[config.mk]
export PLATFORM = sky130hd
export DESIGN_NAME = unicycle_trajectory_integrator_flat
export DESIGN_NICKNAME = d
export VERILOG_FILES = /design/src/hw/rtl/uti_pkg.sv /design/src/hw/rtl/uti_if.sv /design/src/hw/rtl/unicycle_trajectory_integrator.sv /design/src/hw/rtl/uti_cordic.sv /design/src/flat_wrapper.sv
export SDC_FILE = /design/constraint.sdc
export NUM_CORES = 2
export LEC_CHECK = 0
export ABC_CLOCK_PERIOD_IN_PS = 12550
export BUFFER_PORTS_ARGS = -buffer_cell sky130_fd_sc_hd__buf_4
export CELL_PAD_IN_SITES_DETAIL_PLACEMENT = 1
export CELL_PAD_IN_SITES_GLOBAL_PLACEMENT = 2
export CORE_MARGIN = 8
export CORE_UTILIZATION = 44
export CTS_BUF_LIST = sky130_fd_sc_hd__clkbuf_4 sky130_fd_sc_hd__clkbuf_8
export CTS_CLUSTER_DIAMETER = 30
export CTS_CLUSTER_SIZE = 30
export DETAILED_ROUTE_END_ITERATION = 8
export GPL_TIMING_DRIVEN = 0
export PLACE_DENSITY = 0.9
export SLEW_MARGIN = 10
export SYNTH_ARGS = -nofsm -noshare
export SYNTH_HDL_FRONTEND = slang
export SYNTH_SLANG_ARGS = --single-unit
[constraint.sdc]
create_clock -name clk -period 12.55 [get_ports clk]
set_input_delay 1.255 -clock clk [delete_from_list [all_inputs] [get_ports clk]]
set_output_delay 1.255 -clock clk [all_outputs]
set_load 0.005 [all_outputs]
[src/hw/rtl/uti_pkg.sv]
`timescale 1ns / 1ps
`default_nettype none

package uti_pkg;

	// Field widths
	localparam int PosW   = 24;
	localparam int AngW   = 16;
	localparam int CmdW   = 16;
	localparam int LimW   = 15;
	localparam int WsW    = 23;
	localparam int CfgW   = 24;
	localparam int CfgIdxW = 3;

	// Register indexes
	localparam logic [CfgIdxW-1:0] REG_TIME_STEP     = 3'd0;
	localparam logic [CfgIdxW-1:0] REG_SPEED_LIMIT   = 3'd1;
	localparam logic [CfgIdxW-1:0] REG_TURN_LIMIT    = 3'd2;
	localparam logic [CfgIdxW-1:0] REG_WS_HALF_WIDTH = 3'd3;
	localparam logic [CfgIdxW-1:0] REG_START_X       = 3'd4;
	localparam logic [CfgIdxW-1:0] REG_START_Y       = 3'd5;
	localparam logic [CfgIdxW-1:0] REG_START_HEADING = 3'd6;

	// Register reset values
	localparam logic [15:0]    TimeStepRst = 16'd6554;
	localparam logic [LimW-1:0] SpeedLimRst = 15'd4096;
	localparam logic [LimW-1:0] TurnLimRst  = 15'd8192;
	localparam logic [WsW-1:0]  WsHalfRst   = 23'd327680;

	// Status codes
	typedef enum logic [1:0] {
		ST_OK        = 2'd0,
		ST_LIMIT     = 2'd1,
		ST_WORKSPACE = 2'd2,
		ST_FAILED    = 2'd3
	} status_t;

	// CORDIC, Q2.30 vectors, 2^32 = full turn on the angle
	localparam int CordicSteps = 16;
	localparam int CordicCntW  = $clog2(CordicSteps);
	localparam logic signed [31:0] CordicStart = 32'sd652032874;
	// 65536/(2*pi) in Q.16
	localparam logic signed [31:0] RadToBam    = 32'sd683565276;

	typedef struct packed {
		logic              busy;
		logic signed [31:0] cos_v;
		logic signed [31:0] sin_v;
	} cordic_res_t;

	function automatic logic signed [32:0] atan_lut(input logic [CordicCntW-1:0] i);
		logic signed [32:0] r;
		case (i)
			4'd0:    r = 33'sh020000000;
			4'd1:    r = 33'sh012E4051E;
			4'd2:    r = 33'sh009FB385B;
			4'd3:    r = 33'sh0051111D4;
			4'd4:    r = 33'sh0028B0D43;
			4'd5:    r = 33'sh00145D7E1;
			4'd6:    r = 33'sh000A2F61E;
			4'd7:    r = 33'sh000517C55;
			4'd8:    r = 33'sh00028BE53;
			4'd9:    r = 33'sh000145F2F;
			4'd10:   r = 33'sh0000A2F98;
			4'd11:   r = 33'sh0000517CC;
			4'd12:   r = 33'sh000028BE6;
			4'd13:   r = 33'sh0000145F3;
			4'd14:   r = 33'sh00000A2FA;
			default: r = 33'sh00000517D;
		endcase
		return r;
	endfunction

	// Pose plus rounded delta (product >> 42, round half up), saturated to 24 bits
	function automatic logic signed [PosW-1:0] pos_step(input logic signed [PosW-1:0] pos,
			input logic signed [63:0] p);
		logic signed [PosW+1:0] sum;
		sum = $signed({{2{pos[PosW-1]}}, pos}) + $signed({{4{p[63]}}, p[63:42]})
			+ $signed({{(PosW+1){1'b0}}, p[41]});
		if (sum > $signed(26'sd8388607)) begin
			return 24'sh7FFFFF;
		end else if (sum < -$signed(26'sd8388608)) begin
			return 24'sh800000;
		end
		return sum[PosW-1:0];
	endfunction

	// |v| > lim for a command field
	function automatic logic cmd_over(input logic signed [CmdW-1:0] v,
			input logic [LimW-1:0] lim);
		logic [CmdW-1:0] mag;
		mag = v[CmdW-1] ? (~v + 16'd1) : v;
		return mag > {1'b0, lim};
	endfunction

	// |p| > lim for a position
	function automatic logic pos_over(input logic signed [PosW-1:0] p,
			input logic [WsW-1:0] lim);
		logic [PosW-1:0] mag;
		mag = p[PosW-1] ? (~p + 24'd1) : p;
		return mag > {1'b0, lim};
	endfunction

endpackage

`default_nettype wire

[src/hw/rtl/uti_if.sv]
`timescale 1ns / 1ps
`default_nettype none

interface uti_cmd_if;
	logic              valid;
	logic              ready;
	logic signed [15:0] speed;
	logic signed [15:0] turn_rate;
	logic              restart;

	modport source (output valid, output speed, output turn_rate, output restart,
		input ready);
	modport sink (input valid, input speed, input turn_rate, input restart,
		output ready);
endinterface

interface uti_pose_if;
	logic              valid;
	logic              ready;
	logic signed [23:0] pos_x;
	logic signed [23:0] pos_y;
	logic [15:0]       heading;
	logic [1:0]        status;

	modport source (output valid, output pos_x, output pos_y, output heading,
		output status, input ready);
	modport sink (input valid, input pos_x, input pos_y, input heading,
		input status, output ready);
endinterface

`default_nettype wire

[src/hw/rtl/unicycle_trajectory_integrator.sv]
`timescale 1ns / 1ps
`default_nettype none

// Unicycle pose integrator, one forward-Euler step per command item.
// cmd  (sink):   speed, turn_rate (Q4.12), restart; taken when valid & ready.
// pose (source): pos_x, pos_y (Q8.16), heading (binary angle), status; one item
//                out for every item in.
// cfg:           cfg_we / cfg_index / cfg_data, one register per write, no wait.
//                Write only while the block is idle.
// Sequence: a stepped command runs from accept through a check state, 16 iterations
// of the CORDIC unit (v*dt, w*dt and the heading delta pass through the one 32x32
// multiplier meanwhile), a wait state that picks up the CORDIC result, two more
// multiplier passes for the x and y deltas, then finish, update and output write.
// A rejected command (limit hit or trajectory already failed) goes from the check
// state straight to the output write.
// cmd.ready is high only while the sequencer is idle. The result sits in an
// output register, so a new command is accepted while the last result waits;
// if pose.ready is low when the next result is done, the sequencer holds.
// Reset: pose (0,0,0), failure mark clear, registers at their defaults, no
// result pending.
module unicycle_trajectory_integrator import uti_pkg::*; (
	input  wire logic                clk,
	input  wire logic                arst_n,
	uti_cmd_if.sink                  cmd,
	uti_pose_if.source               pose,
	input  wire logic                cfg_we,
	input  wire logic [CfgIdxW-1:0]  cfg_index,
	input  wire logic [CfgW-1:0]     cfg_data
);

	typedef enum logic [10:0] {
		S_IDLE  = 11'b000_0000_0001,
		S_CHECK = 11'b000_0000_0010,
		S_VDT   = 11'b000_0000_0100,
		S_WDT   = 11'b000_0000_1000,
		S_HDT   = 11'b000_0001_0000,
		S_WAIT  = 11'b000_0010_0000,
		S_MX    = 11'b000_0100_0000,
		S_MY    = 11'b000_1000_0000,
		S_FIN   = 11'b001_0000_0000,
		S_UPD   = 11'b010_0000_0000,
		S_DONE  = 11'b100_0000_0000
	} state_t;

	state_t state_q;

	// configuration
	logic [15:0]           time_step_q;
	logic [LimW-1:0]       speed_lim_q, turn_lim_q;
	logic [WsW-1:0]        ws_half_q;
	logic signed [PosW-1:0] start_x_q, start_y_q;
	logic [AngW-1:0]       start_h_q;

	// trajectory state
	logic signed [PosW-1:0] pose_x_q, pose_y_q;
	logic [AngW-1:0]       pose_h_q;
	logic                  failed_q;

	// working registers
	logic signed [CmdW-1:0] v_q, w_q;
	logic signed [31:0]    vdt_q, wdt_q;
	logic signed [63:0]    prod_q;
	logic [AngW-1:0]       dh_q;
	logic signed [PosW-1:0] nx_q, ny_q;
	status_t               status_q;

	// output register
	logic                  out_valid_q;
	logic signed [PosW-1:0] out_x_q, out_y_q;
	logic [AngW-1:0]       out_h_q;
	status_t               out_st_q;

	logic cmd_acc, over_lim, cordic_start, out_free;
	logic signed [31:0] mult_a, mult_b;
	logic signed [63:0] mult_p;
	cordic_res_t cordic;

	assign cmd.ready = (state_q == S_IDLE);
	assign cmd_acc   = cmd.valid && cmd.ready;
	assign out_free  = !out_valid_q || pose.ready;

	assign over_lim = cmd_over(v_q, speed_lim_q) || cmd_over(w_q, turn_lim_q);
	assign cordic_start = (state_q == S_CHECK) && !failed_q && !over_lim;

	uti_cordic u_cordic (
		.clk    (clk),
		.arst_n (arst_n),
		.start  (cordic_start),
		.angle  (pose_h_q),
		.res    (cordic)
	);

	// shared multiplier: v*dt, w*dt, w*dt*k, v*dt*cos, v*dt*sin
	always_comb begin
		mult_a = '0;
		mult_b = '0;
		unique case (state_q)
			S_VDT: begin
				mult_a = {{16{v_q[CmdW-1]}}, v_q};
				mult_b = {16'b0, time_step_q};
			end
			S_WDT: begin
				mult_a = {{16{w_q[CmdW-1]}}, w_q};
				mult_b = {16'b0, time_step_q};
			end
			S_HDT: begin
				mult_a = wdt_q;
				mult_b = RadToBam;
			end
			S_MX: begin
				mult_a = vdt_q;
				mult_b = cordic.cos_v;
			end
			S_MY: begin
				mult_a = vdt_q;
				mult_b = cordic.sin_v;
			end
			S_IDLE, S_CHECK, S_WAIT, S_FIN, S_UPD, S_DONE: begin
				mult_a = '0;
				mult_b = '0;
			end
			default: begin
				mult_a = '0;
				mult_b = '0;
			end
		endcase
	end

	assign mult_p = mult_a * mult_b;

	// configuration writes
	always_ff @(posedge clk or negedge arst_n) begin
		if (!arst_n) begin
			time_step_q <= TimeStepRst;
			speed_lim_q <= SpeedLimRst;
			turn_lim_q  <= TurnLimRst;
			ws_half_q   <= WsHalfRst;
			start_x_q   <= '0;
			start_y_q   <= '0;
			start_h_q   <= '0;
		end else if (cfg_we) begin
			unique case (cfg_index)
				REG_TIME_STEP:     time_step_q <= cfg_data[15:0];
				REG_SPEED_LIMIT:   speed_lim_q <= cfg_data[LimW-1:0];
				REG_TURN_LIMIT:    turn_lim_q  <= cfg_data[LimW-1:0];
				REG_WS_HALF_WIDTH: ws_half_q   <= cfg_data[WsW-1:0];
				REG_START_X:       start_x_q   <= cfg_data[PosW-1:0];
				REG_START_Y:       start_y_q   <= cfg_data[PosW-1:0];
				REG_START_HEADING: start_h_q   <= cfg_data[AngW-1:0];
				default: ;
			endcase
		end
	end

	// sequencer and trajectory state
	always_ff @(posedge clk or negedge arst_n) begin
		if (!arst_n) begin
			state_q     <= S_IDLE;
			pose_x_q    <= '0;
			pose_y_q    <= '0;
			pose_h_q    <= '0;
			failed_q    <= 1'b0;
			out_valid_q <= 1'b0;
		end else begin
			if (state_q == S_DONE && out_free) begin
				out_valid_q <= 1'b1;
			end else if (pose.ready) begin
				out_valid_q <= 1'b0;
			end

			unique case (state_q)
				S_IDLE: begin
					if (cmd_acc) begin
						if (cmd.restart) begin
							pose_x_q <= start_x_q;
							pose_y_q <= start_y_q;
							pose_h_q <= start_h_q;
							failed_q <= 1'b0;
						end
						state_q <= S_CHECK;
					end
				end
				S_CHECK: begin
					if (failed_q) begin
						state_q <= S_DONE;
					end else if (over_lim) begin
						failed_q <= 1'b1;
						state_q  <= S_DONE;
					end else begin
						state_q <= S_VDT;
					end
				end
				S_VDT:  state_q <= S_WDT;
				S_WDT:  state_q <= S_HDT;
				S_HDT:  state_q <= S_WAIT;
				S_WAIT: begin
					if (!cordic.busy) begin
						state_q <= S_MX;
					end
				end
				S_MX:   state_q <= S_MY;
				S_MY:   state_q <= S_FIN;
				S_FIN:  state_q <= S_UPD;
				S_UPD: begin
					if (pos_over(nx_q, ws_half_q) || pos_over(ny_q, ws_half_q)) begin
						failed_q <= 1'b1;
					end else begin
						pose_x_q <= nx_q;
						pose_y_q <= ny_q;
						pose_h_q <= pose_h_q + dh_q;
					end
					state_q <= S_DONE;
				end
				S_DONE: begin
					if (out_free) begin
						state_q <= S_IDLE;
					end
				end
				default: state_q <= S_IDLE;
			endcase
		end
	end

	// datapath registers
	always_ff @(posedge clk) begin
		if (cmd_acc) begin
			v_q <= cmd.speed;
			w_q <= cmd.turn_rate;
		end
		if (state_q == S_CHECK) begin
			status_q <= failed_q ? ST_FAILED : ST_LIMIT;
		end
		if (state_q == S_VDT) vdt_q <= mult_p[31:0];
		if (state_q == S_WDT) wdt_q <= mult_p[31:0];
		if (state_q == S_HDT || state_q == S_MX || state_q == S_MY) begin
			prod_q <= mult_p;
		end
		// heading delta, rounded at bit 44, only the low 16 bits matter
		if (state_q == S_MX) dh_q <= prod_q[59:44] + {15'b0, prod_q[43]};
		if (state_q == S_MY) nx_q <= pos_step(pose_x_q, prod_q);
		if (state_q == S_FIN) ny_q <= pos_step(pose_y_q, prod_q);
		if (state_q == S_UPD) begin
			status_q <= (pos_over(nx_q, ws_half_q) || pos_over(ny_q, ws_half_q))
				? ST_WORKSPACE : ST_OK;
		end
		if (state_q == S_DONE && out_free) begin
			out_x_q  <= pose_x_q;
			out_y_q  <= pose_y_q;
			out_h_q  <= pose_h_q;
			out_st_q <= status_q;
		end
	end

	assign pose.valid   = out_valid_q;
	assign pose.pos_x   = out_x_q;
	assign pose.pos_y   = out_y_q;
	assign pose.heading = out_h_q;
	assign pose.status  = out_st_q;

	// CORDIC unit is never left running once the sequencer returns to idle
	a_cordic_idle: assert property (@(posedge clk) disable iff (!arst_n)
		state_q == S_IDLE |-> !cordic.busy)
		else $error("CORDIC busy while sequencer idle");

	// pose moves only on a restart at accept or on a successful step
	a_pose_hold: assert property (@(posedge clk) disable iff (!arst_n)
		!cmd_acc && state_q != S_UPD |=> $stable(pose_x_q) && $stable(pose_y_q)
		&& $stable(pose_h_q))
		else $error("pose changed outside an update");

	// failure mark is set only by the limit check or the workspace check
	a_fail_src: assert property (@(posedge clk) disable iff (!arst_n)
		$rose(failed_q) |-> $past(state_q == S_CHECK || state_q == S_UPD))
		else $error("failure mark set from an unexpected state");

endmodule

`default_nettype wire

[src/hw/rtl/uti_cordic.sv]
`timescale 1ns / 1ps
`default_nettype none

module uti_cordic import uti_pkg::*; (
	input  wire logic        clk,
	input  wire logic        arst_n,
	input  wire logic        start,
	input  wire logic [15:0] angle,
	output cordic_res_t      res
);

	logic signed [31:0] x_q, y_q, cos_q, sin_q;
	logic signed [32:0] z_q;
	logic [CordicCntW-1:0] cnt_q;
	logic busy_q, flip_q;

	logic signed [31:0] xs, ys, nx, ny;
	logic signed [32:0] nz, at;
	logic [31:0] a_f;
	logic flip;

	// second and third quadrant: turn by half a turn, negate at the end
	assign flip = angle[15] ^ angle[14];
	assign a_f  = {angle, 16'b0} ^ {flip, 31'b0};

	assign xs = x_q >>> cnt_q;
	assign ys = y_q >>> cnt_q;
	assign at = atan_lut(cnt_q);

	always_comb begin
		if (!z_q[32]) begin
			nx = x_q - ys;
			ny = y_q + xs;
			nz = z_q - at;
		end else begin
			nx = x_q + ys;
			ny = y_q - xs;
			nz = z_q + at;
		end
	end

	always_ff @(posedge clk or negedge arst_n) begin
		if (!arst_n) begin
			busy_q <= 1'b0;
			cnt_q  <= '0;
		end else if (start) begin
			busy_q <= 1'b1;
			cnt_q  <= '0;
		end else if (busy_q) begin
			cnt_q <= cnt_q + 1'b1;
			if (cnt_q == CordicCntW'(CordicSteps - 1)) begin
				busy_q <= 1'b0;
			end
		end
	end

	always_ff @(posedge clk) begin
		if (start) begin
			x_q    <= CordicStart;
			y_q    <= '0;
			z_q    <= {a_f[31], a_f};
			flip_q <= flip;
		end else if (busy_q) begin
			x_q <= nx;
			y_q <= ny;
			z_q <= nz;
			if (cnt_q == CordicCntW'(CordicSteps - 1)) begin
				cos_q <= flip_q ? -nx : nx;
				sin_q <= flip_q ? -ny : ny;
			end
		end
	end

	assign res.busy  = busy_q;
	assign res.cos_v = cos_q;
	assign res.sin_v = sin_q;

endmodule

`default_nettype wire

[src/flat_wrapper.sv]
// flat-port wrapper written by rule: the top's interface ports become plain ports
module unicycle_trajectory_integrator_flat import uti_pkg::*;
  (clk, arst_n, cfg_we, cfg_index, cfg_data, cmd_valid, cmd_speed, cmd_turn_rate, cmd_restart, cmd_ready, pose_valid, pose_pos_x, pose_pos_y, pose_heading, pose_status, pose_ready);
  uti_cmd_if cmd_i ();
  uti_pose_if pose_i ();
  input  wire logic clk;
  input  wire logic arst_n;
  input  wire logic cfg_we;
  input  wire logic [CfgIdxW-1:0] cfg_index;
  input  wire logic [CfgW-1:0] cfg_data;
  input wire logic [$bits(cmd_i.valid)-1:0] cmd_valid;
  input wire logic [$bits(cmd_i.speed)-1:0] cmd_speed;
  input wire logic [$bits(cmd_i.turn_rate)-1:0] cmd_turn_rate;
  input wire logic [$bits(cmd_i.restart)-1:0] cmd_restart;
  output wire logic [$bits(cmd_i.ready)-1:0] cmd_ready;
  output wire logic [$bits(pose_i.valid)-1:0] pose_valid;
  output wire logic [$bits(pose_i.pos_x)-1:0] pose_pos_x;
  output wire logic [$bits(pose_i.pos_y)-1:0] pose_pos_y;
  output wire logic [$bits(pose_i.heading)-1:0] pose_heading;
  output wire logic [$bits(pose_i.status)-1:0] pose_status;
  input wire logic [$bits(pose_i.ready)-1:0] pose_ready;
  assign cmd_i.valid = cmd_valid;
  assign cmd_i.speed = cmd_speed;
  assign cmd_i.turn_rate = cmd_turn_rate;
  assign cmd_i.restart = cmd_restart;
  assign cmd_ready = cmd_i.ready;
  assign pose_valid = pose_i.valid;
  assign pose_pos_x = pose_i.pos_x;
  assign pose_pos_y = pose_i.pos_y;
  assign pose_heading = pose_i.heading;
  assign pose_status = pose_i.status;
  assign pose_i.ready = pose_ready;
  unicycle_trajectory_integrator u_core (.clk(clk), .arst_n(arst_n), .cmd(cmd_i), .pose(pose_i), .cfg_we(cfg_we), .cfg_index(cfg_index), .cfg_data(cfg_data));
endmodule
==> Word-level counts from Yosys, hierarchy flattened <==
Memory sizes are Yosys's and may differ from the RTL's.
Index checks and enable logic that the tools add are counted.
{ "classes": {"addsub": 19, "multipliers": 1, "div": 0, "n_lt_le_gt_ge": 8, "eq_ne": 24, "n_shift": 2, "mux": 60, "n_bitwise": 7, "reduce_logical": 31} }
{ "op_table": {"columns": ["cell", "count"], "rows": [
  ["24-bit 2-to-1 mux", 14],
  ["32-bit one-hot mux with 4 select lines", 2],
  ["32-bit 2-to-1 mux", 4],
  ["11-bit one-hot mux with 11 select lines", 1],
  ["33-bit 2-to-1 mux", 3],
  ["24-bit one-hot mux with 2 select lines", 2],
  ["16-bit 2-to-1 mux", 5],
  ["32-bit adder", 2],
  ["32-bit by 32-bit multiplier with 64-bit output", 1],
  ["32-bit negation", 2],
  ["32-bit by 4-bit >>> shifter with 32-bit output", 2],
  ["32-bit subtractor", 2],
  ["11-bit 2-to-1 mux", 5],
  ["26-bit by 2-bit adder with 26-bit output", 2],
  ["26-bit by 24-bit > comparator with 1-bit output, second input constant", 2],
  ["26-bit by 24-bit < comparator with 1-bit output, second input constant", 2],
  ["24-bit by 22-bit adder with 25-bit output", 2],
  ["24-bit by 1-bit adder with 24-bit output, second input constant", 2],
  ["24-bit by 23-bit > comparator with 1-bit output", 2],
  ["24-bit inverter", 2],
  ["33-bit adder", 1],
  ["33-bit subtractor", 1],
  ["16-bit by 1-bit adder with 16-bit output, second input constant", 2],
  ["16-bit by 15-bit > comparator with 1-bit output", 2],
  ["39 further kinds", 87]
]} }
{ "word_totals": {"reg_bits": 669, "latch_bits": 0, "ramBits": 0, "mem_bits_ro": 480, "inputBits": 65, "out_inout_bits": 68, "elab_cells": 187, "mem_count": 1} }
{ "memory_table": {"columns": ["memory", "depth", "width", "read_ports", "rd_ports_with_merged_regs", "wr", "line_no", "text"], "rows": [
  ["(no name shown)", 16, 30, 1, 0, 0, "uti_pkg.sv:53", "case (i)"]
]} }

==> Logic depth before layout (Yosys ltp) <==
{ "depth": {"ltp_word": 9, "mapped_depth": 39, "ltp_nobuf": 36} }

==> Hierarchy <==
From an unflattened synthesis, not the netlist that was laid out.
{ "unflattened": {"hier_cells": 8133, "area_unflattened_um2": 77058.9} }
{ "by_module_without_submodules": {"columns": ["mod", "n_inst", "cells_per_inst", "area_each_um2", "seq_area_each_um2"], "rows": [
  ["unicycle_trajectory_integrator", 1, 6018, 58934.0, 12807.3],
  ["uti_cordic", 1, 2115, 18124.9, 4349.2]
]} }

==> Worst setup path before layout <==
Ideal clock, no wire load.
{ "synth_timing": {"path_kind": "flip-flop to flip-flop", "from": "reg u_core.state_q[4]", "to": "reg u_core.prod_q[61] (data pin)", "setup_ns": 0.135, "arrival_time_ns": 10.702, "required_time_ns": 12.415, "setup_slack_ns": 1.713, "stages_incl_launch_ff": 36, "path_buffers": 3, "synth_period_minus_slack_ns": 10.837, "cell_sequence": "dfrtp_1 -> nor3_1 -> nor3b_1 -> nand3_1 -> nor3b_1 -> clkbuf_1 -> a222oi_1 -> and2_1 -> clkbuf_1 -> clkbuf_1 -> nor2_1 -> fa_1 -> fa_1 -> fa_1 -> inv_1 -> fa_1 -> inv_1 -> fa_1 -> inv_1 -> fa_1 -> inv_1 -> fa_1 -> fa_1 -> ha_1 -> a21o_1 -> a21o_1 -> a21oi_1 -> o21ai_0 -> o21ai_0 -> o21ai_0 -> o41ai_1 -> a31oi_1 -> and3_1 -> a211o_1 -> or4b_2 -> nand3_1"} }
{ "synth_between": {"elab_chain_cells": 4, "elab_cells_between_ends": 10, "classes_between": "1 x mul; 5 x eq/ne; 2 x mux; 2 x reduce/logical"} }
{ "synth_lines": {"columns": ["item", "line_no", "text"], "rows": [
  ["start: declaration", "unicycle_trajectory_integrator.sv:45", "state_t state_q;"],
  ["start signal: assignment", "unicycle_trajectory_integrator.sv:158", "state_q <= S_IDLE;"],
  ["start signal: assignment", "unicycle_trajectory_integrator.sv:180", "state_q <= S_CHECK;"],
  ["start signal: assignment", "unicycle_trajectory_integrator.sv:185", "state_q <= S_DONE;"],
  ["11-bit by 8-bit equality test with 1-bit output (tied with other cells)", "unicycle_trajectory_integrator.sv:97", "unique case (state_q)"],
  ["2-bit OR reduction (no source line)", null, null],
  ["32-bit one-hot mux with 4 select lines", "unicycle_trajectory_integrator.sv:97", null],
  ["32-bit by 32-bit multiplier with 64-bit output *", "unicycle_trajectory_integrator.sv:129", "assign mult_p = mult_a * mult_b;"],
  ["named net u_core.mult_p[61]", "unicycle_trajectory_integrator.sv:75", "logic signed [63:0] mult_p;"],
  ["end signal: assignment", "unicycle_trajectory_integrator.sv:236", "prod_q <= mult_p;"],
  ["end: declaration", "unicycle_trajectory_integrator.sv:62", "logic signed [63:0] prod_q;"]
]} }
The timed path passes the listed nets; every way through them passes the cells marked *.
A chain may end at the register's enable or synchronous reset.

==> Worst setup path after layout <==
{ "layout_timing": {"from": "reg u_core.state_q[0]", "to": "reg u_core.prod_q[61] (data pin)"} }
Same word-level chain as after synthesis.

==> impl_metrics.env <==
export IMPL_status="finished, final reports clean"
export IMPL_drive_above_1_share=0.101
export IMPL_holdWs_ns=0.299
export IMPL_drt_iter0_markers=6154
export IMPL_start_kind="flip-flop"
export IMPL_dieArea_sq_um=188000
export IMPL_synthCells=8012
export IMPL_p_sw_uw=10900
export IMPL_htree_levels=3
export IMPL_worst_pin_slew_ns=1.39
export IMPL_r2r_slack_ns=0.16
export IMPL_clk_pin_slew_ns=0.07
export IMPL_setup_ws_ns=0.164
export IMPL_drtPass1Iterations=6
export IMPL_rows=153
export IMPL_final_cell_mix="inv_1 (1097), fa_1 (1086), nand2_1 (971)"
export IMPL_hold_class="input port to async pin"
export IMPL_gp_congestion=1.04
export IMPL_slew_headroom=0.0705
export IMPL_cp_common_cell="fa_1"
export IMPL_syn_area_sq_um=76600
export IMPL_synthAdderAreaFrac=0.356
export IMPL_postPlaceCellArea_sq_um=81400
export IMPL_synth_main_ff_cell="edfxtp_1"
export IMPL_synth_nets=9602
export IMPL_yosys_area_share_simple=0.137
export IMPL_final_common_cell="inv_1"
export IMPL_min_period_over_period=0.987
export IMPL_pwr_share_clk=0.116
export IMPL_post_drt_wl_per_cell_microns=29.8
export IMPL_cellLeakagePower_uw=0.0379
export IMPL_core_sq_um=173000
export IMPL_numCtsBuffers=117
export IMPL_power_density_nw_per_um2=247
export IMPL_worstPathRequired_ns=13.21
export IMPL_fillers=19853
export IMPL_internal_power_uw=9940
export IMPL_synth_edf_count=349
export IMPL_muxShareOfSynthArea=0.0496
export IMPL_syn2layout_area_growth_pct=10.4
export IMPL_antenna_found_initial=22
export IMPL_setup_viol=0
export IMPL_ios=133
export IMPL_pwr_share_comb=0.697
export IMPL_clock_skew_ns=0.0685
export IMPL_yosysTopAreaCell="fa_1"
export IMPL_async_reset_ff_frac=0.342
export IMPL_ctsHoldBuffers=0
export IMPL_max_freq_mhz=80.7
export IMPL_avgViaCountPerCell=6.01
export IMPL_grt_max_degree=84
export IMPL_vdd_drop_max_uv=395
export IMPL_synth_top_family_by_area="adder cells"
export IMPL_track_usage=0.336
export IMPL_drc=0
export IMPL_synth_area_per_cell_sq_um=9.56
export IMPL_hold_viol=0
export IMPL_dp_hpwl_microns=263000
export IMPL_start_util=0.442
export IMPL_tritoncts="yes"
export IMPL_fp_dieH_microns=433
export IMPL_design_area_sq_um=84600
export IMPL_yosysSeqAreaShare=0.224
export IMPL_final_nets=9899
export IMPL_slew_viol_final=0
export IMPL_p_seq_frac=0.187
export IMPL_min_period_ns=12.39
export IMPL_yosys_area_top_type_share=0.284
export IMPL_synthTopCellsByArea="fa_1 (28%), edfxtp_1 (14%), ha_1 (7.1%), dfrtp_1 (6.6%), inv_1 (5.4%)"
export IMPL_swShare=0.524
export IMPL_ant_nets=0
export IMPL_arrival_ns=13.05
export IMPL_drv_cap=0
export IMPL_ys_types=98
export IMPL_wirelength_microns=320000
export IMPL_die_w_microns=433
export IMPL_clk_latency_ns=0.88
export IMPL_endpoint_kind="flip-flop"
export IMPL_ys_ff_latch=628
export IMPL_yosysWarnings=0
export IMPL_seq_area_sq_um=17200
export IMPL_pre_cts_ws_ns=-1.86
export IMPL_place_inst=10517
export IMPL_cts_sinks=628
export IMPL_grt_overflow_total=0
export IMPL_path_class="flip-flop to flip-flop"
export IMPL_vias=64677
export IMPL_worstRegToRegCells=35
export IMPL_io_buffers=130
export IMPL_synthXorXnorAreaFrac=0.0531
export IMPL_crit_fanout=10
export IMPL_fin_cells=10753
export IMPL_grt_pass1_wl_microns=464000
export IMPL_ctsLongestPathBuffers=3
export IMPL_max_stage_delay_ns=0.79
export IMPL_r2r_start="u_core.state_q[0]$_DFFE_PN1P_"
export IMPL_synth_compound_area_frac=0.107
export IMPL_first_global_vias=68732
export IMPL_cpMaxStageDelayCell="clkbuf_1"
export IMPL_worst_r2r_endpoint="u_core.prod_q[61]$_DFFE_PP_"
export IMPL_ctsRootBufferMaster="clkbuf_8"
export IMPL_multi_input_area_sq_um=54300
critical path, delay by kind of cell (launching register included):
kind	cells	cell delay [ns]
AND/OR/NAND/NOR	8	2.08
adder cells (fa/ha/maj)	9	4.38
flip-flops	1	0.54
buffers and inverters	8	2.22
AO/OA/AOI/OAI	10	2.90
power by group through the flow:
stage | registers (uW) | logic, uW | clock network, uW
2_1_floorplan | 3560 | 10100 | 0
5_1_grt | 3930 | 15700 | 2540
3_5_place_dp | 3910 | 14200 | 0
3_3_place_gp | 3880 | 13700 | 0
4_1_cts | 3880 | 14300 | 2460
6_report | 3900 | 14500 | 2430
logic make-up (layout without fill, tap and decap cells):
logic type               after synthesis  in the layout
adder cells (fa/ha/maj)             1525           1525
multiplexers                         267            267
flip-flops                           628            628
XOR/XNOR                             465            465
other                                  0             15
buffers and inverters               1478           1879
AO/OA/AOI/OAI                       1236           1236
AND/OR/NAND/NOR                     2413           2413
layer usage:
layer,global-route usage,vias to the layer above,share of wire
met2,0.520,3170,0.44
met3,0.0850,867,0.10
met1,0.441,33595,0.40
li1,-,27033,-
met4,0.163,12,0.062
met5,0,-,0.00026
registers in the layout (all words and copies together) (netlist names), 23 cells and up:
name	cells
u_core.nx_q	24
u_core.ny_q	24
u_core.pose.pos_x	24
u_core.pose.pos_y	24
u_core.pose_x_q	24
u_core.pose_y_q	24
u_core.prod_q	23
u_core.start_x_q	24
u_core.start_y_q	24
u_core.u_cordic.cos_q	32
u_core.u_cordic.sin_q	32
u_core.u_cordic.x_q	32
u_core.u_cordic.y_q	32
u_core.u_cordic.z_q	33
u_core.vdt_q	32
u_core.wdt_q	32
u_core.ws_half_q	23
Yosys cell counts (24+ instances only):
cell	number
a31oi_1	97
clkbuf_1	330
mux2_2	119
xnor2_1	330
fa_1	1088
mux2i_1	70
o21a_1	56
o21ai_0	273
nor2_1	860
ha_1	437
a211oi_1	47
edfxtp_1	349
mux4_2	78
xor2_1	135
a21oi_1	274
a221oi_1	38
dfrtp_1	203
nand4_1	41
o21bai_1	28
inv_1	1098
nand3_1	73
nor3b_1	30
nor2b_1	50
dfxtp_1	64
or3_1	24
nor3_1	75
o31ai_1	46
a21o_1	132
and2_1	59
a221o_1	32
nand2_1	978
and3_1	45
buf_1	25
nand2b_1	71
worst max path at each step:
stage,start,end,depth (start not counted)
after detailed placement,u_core.state_q[4]$_DFFE_PN0P_,u_core.prod_q[63]$_DFFE_PP_,35
after floorplan,u_core.state_q[4]$_DFFE_PN0P_,u_core.prod_q[61]$_DFFE_PP_,35
after global routing,u_core.state_q[7]$_DFFE_PN0P_,u_core.prod_q[61]$_DFFE_PP_,34
after global placement,u_core.state_q[4]$_DFFE_PN0P_,u_core.prod_q[63]$_DFFE_PP_,35
after CTS,u_core.state_q[4]$_DFFE_PN0P_,u_core.prod_q[61]$_DFFE_PP_,34
final,u_core.state_q[0]$_DFFE_PN1P_,u_core.prod_q[61]$_DFFE_PP_,35
area by class of cell:
class / instances / share of cell area
clock buffers: 133 / 0.0208
well taps: 2325 / 0.0344
flip-flops and latches: 628 / 0.203
clock inverters: 90 / 0.0127
inverters: 1100 / 0.0489
diodes: 15 / 0.000444
plain buffers: 364 / 0.0186
multi-input cells: 5906 / 0.642
repair buffers: 192 / 0.0198
what timing repair did:
| item | 4_1_cts | 5_1_grt |
|---|---|---|
| buffers inserted | 2 | 10 |
| pin swaps | 1 | 2 |
| endpoints found under the setup margin | 37 | 12 |
| gates resized for setup | 92 | 56 |
per-stage QoR:
| step | TNS [ns] | total power [uW] | utilization |
|---|---|---|---|
| floorplan | 0 | 13600 | - |
| global placement | -52.65 | 17600 | 0.464 |
| detailed placement | -28.42 | 18100 | 0.470 |
| CTS | 0 | 20700 | 0.487 |
| global route | -0.0215 | 22100 | 0.488 |
| finish | 0 | 20900 | 0.488 |
Note: power is estimated with default switching activity, not from simulation.
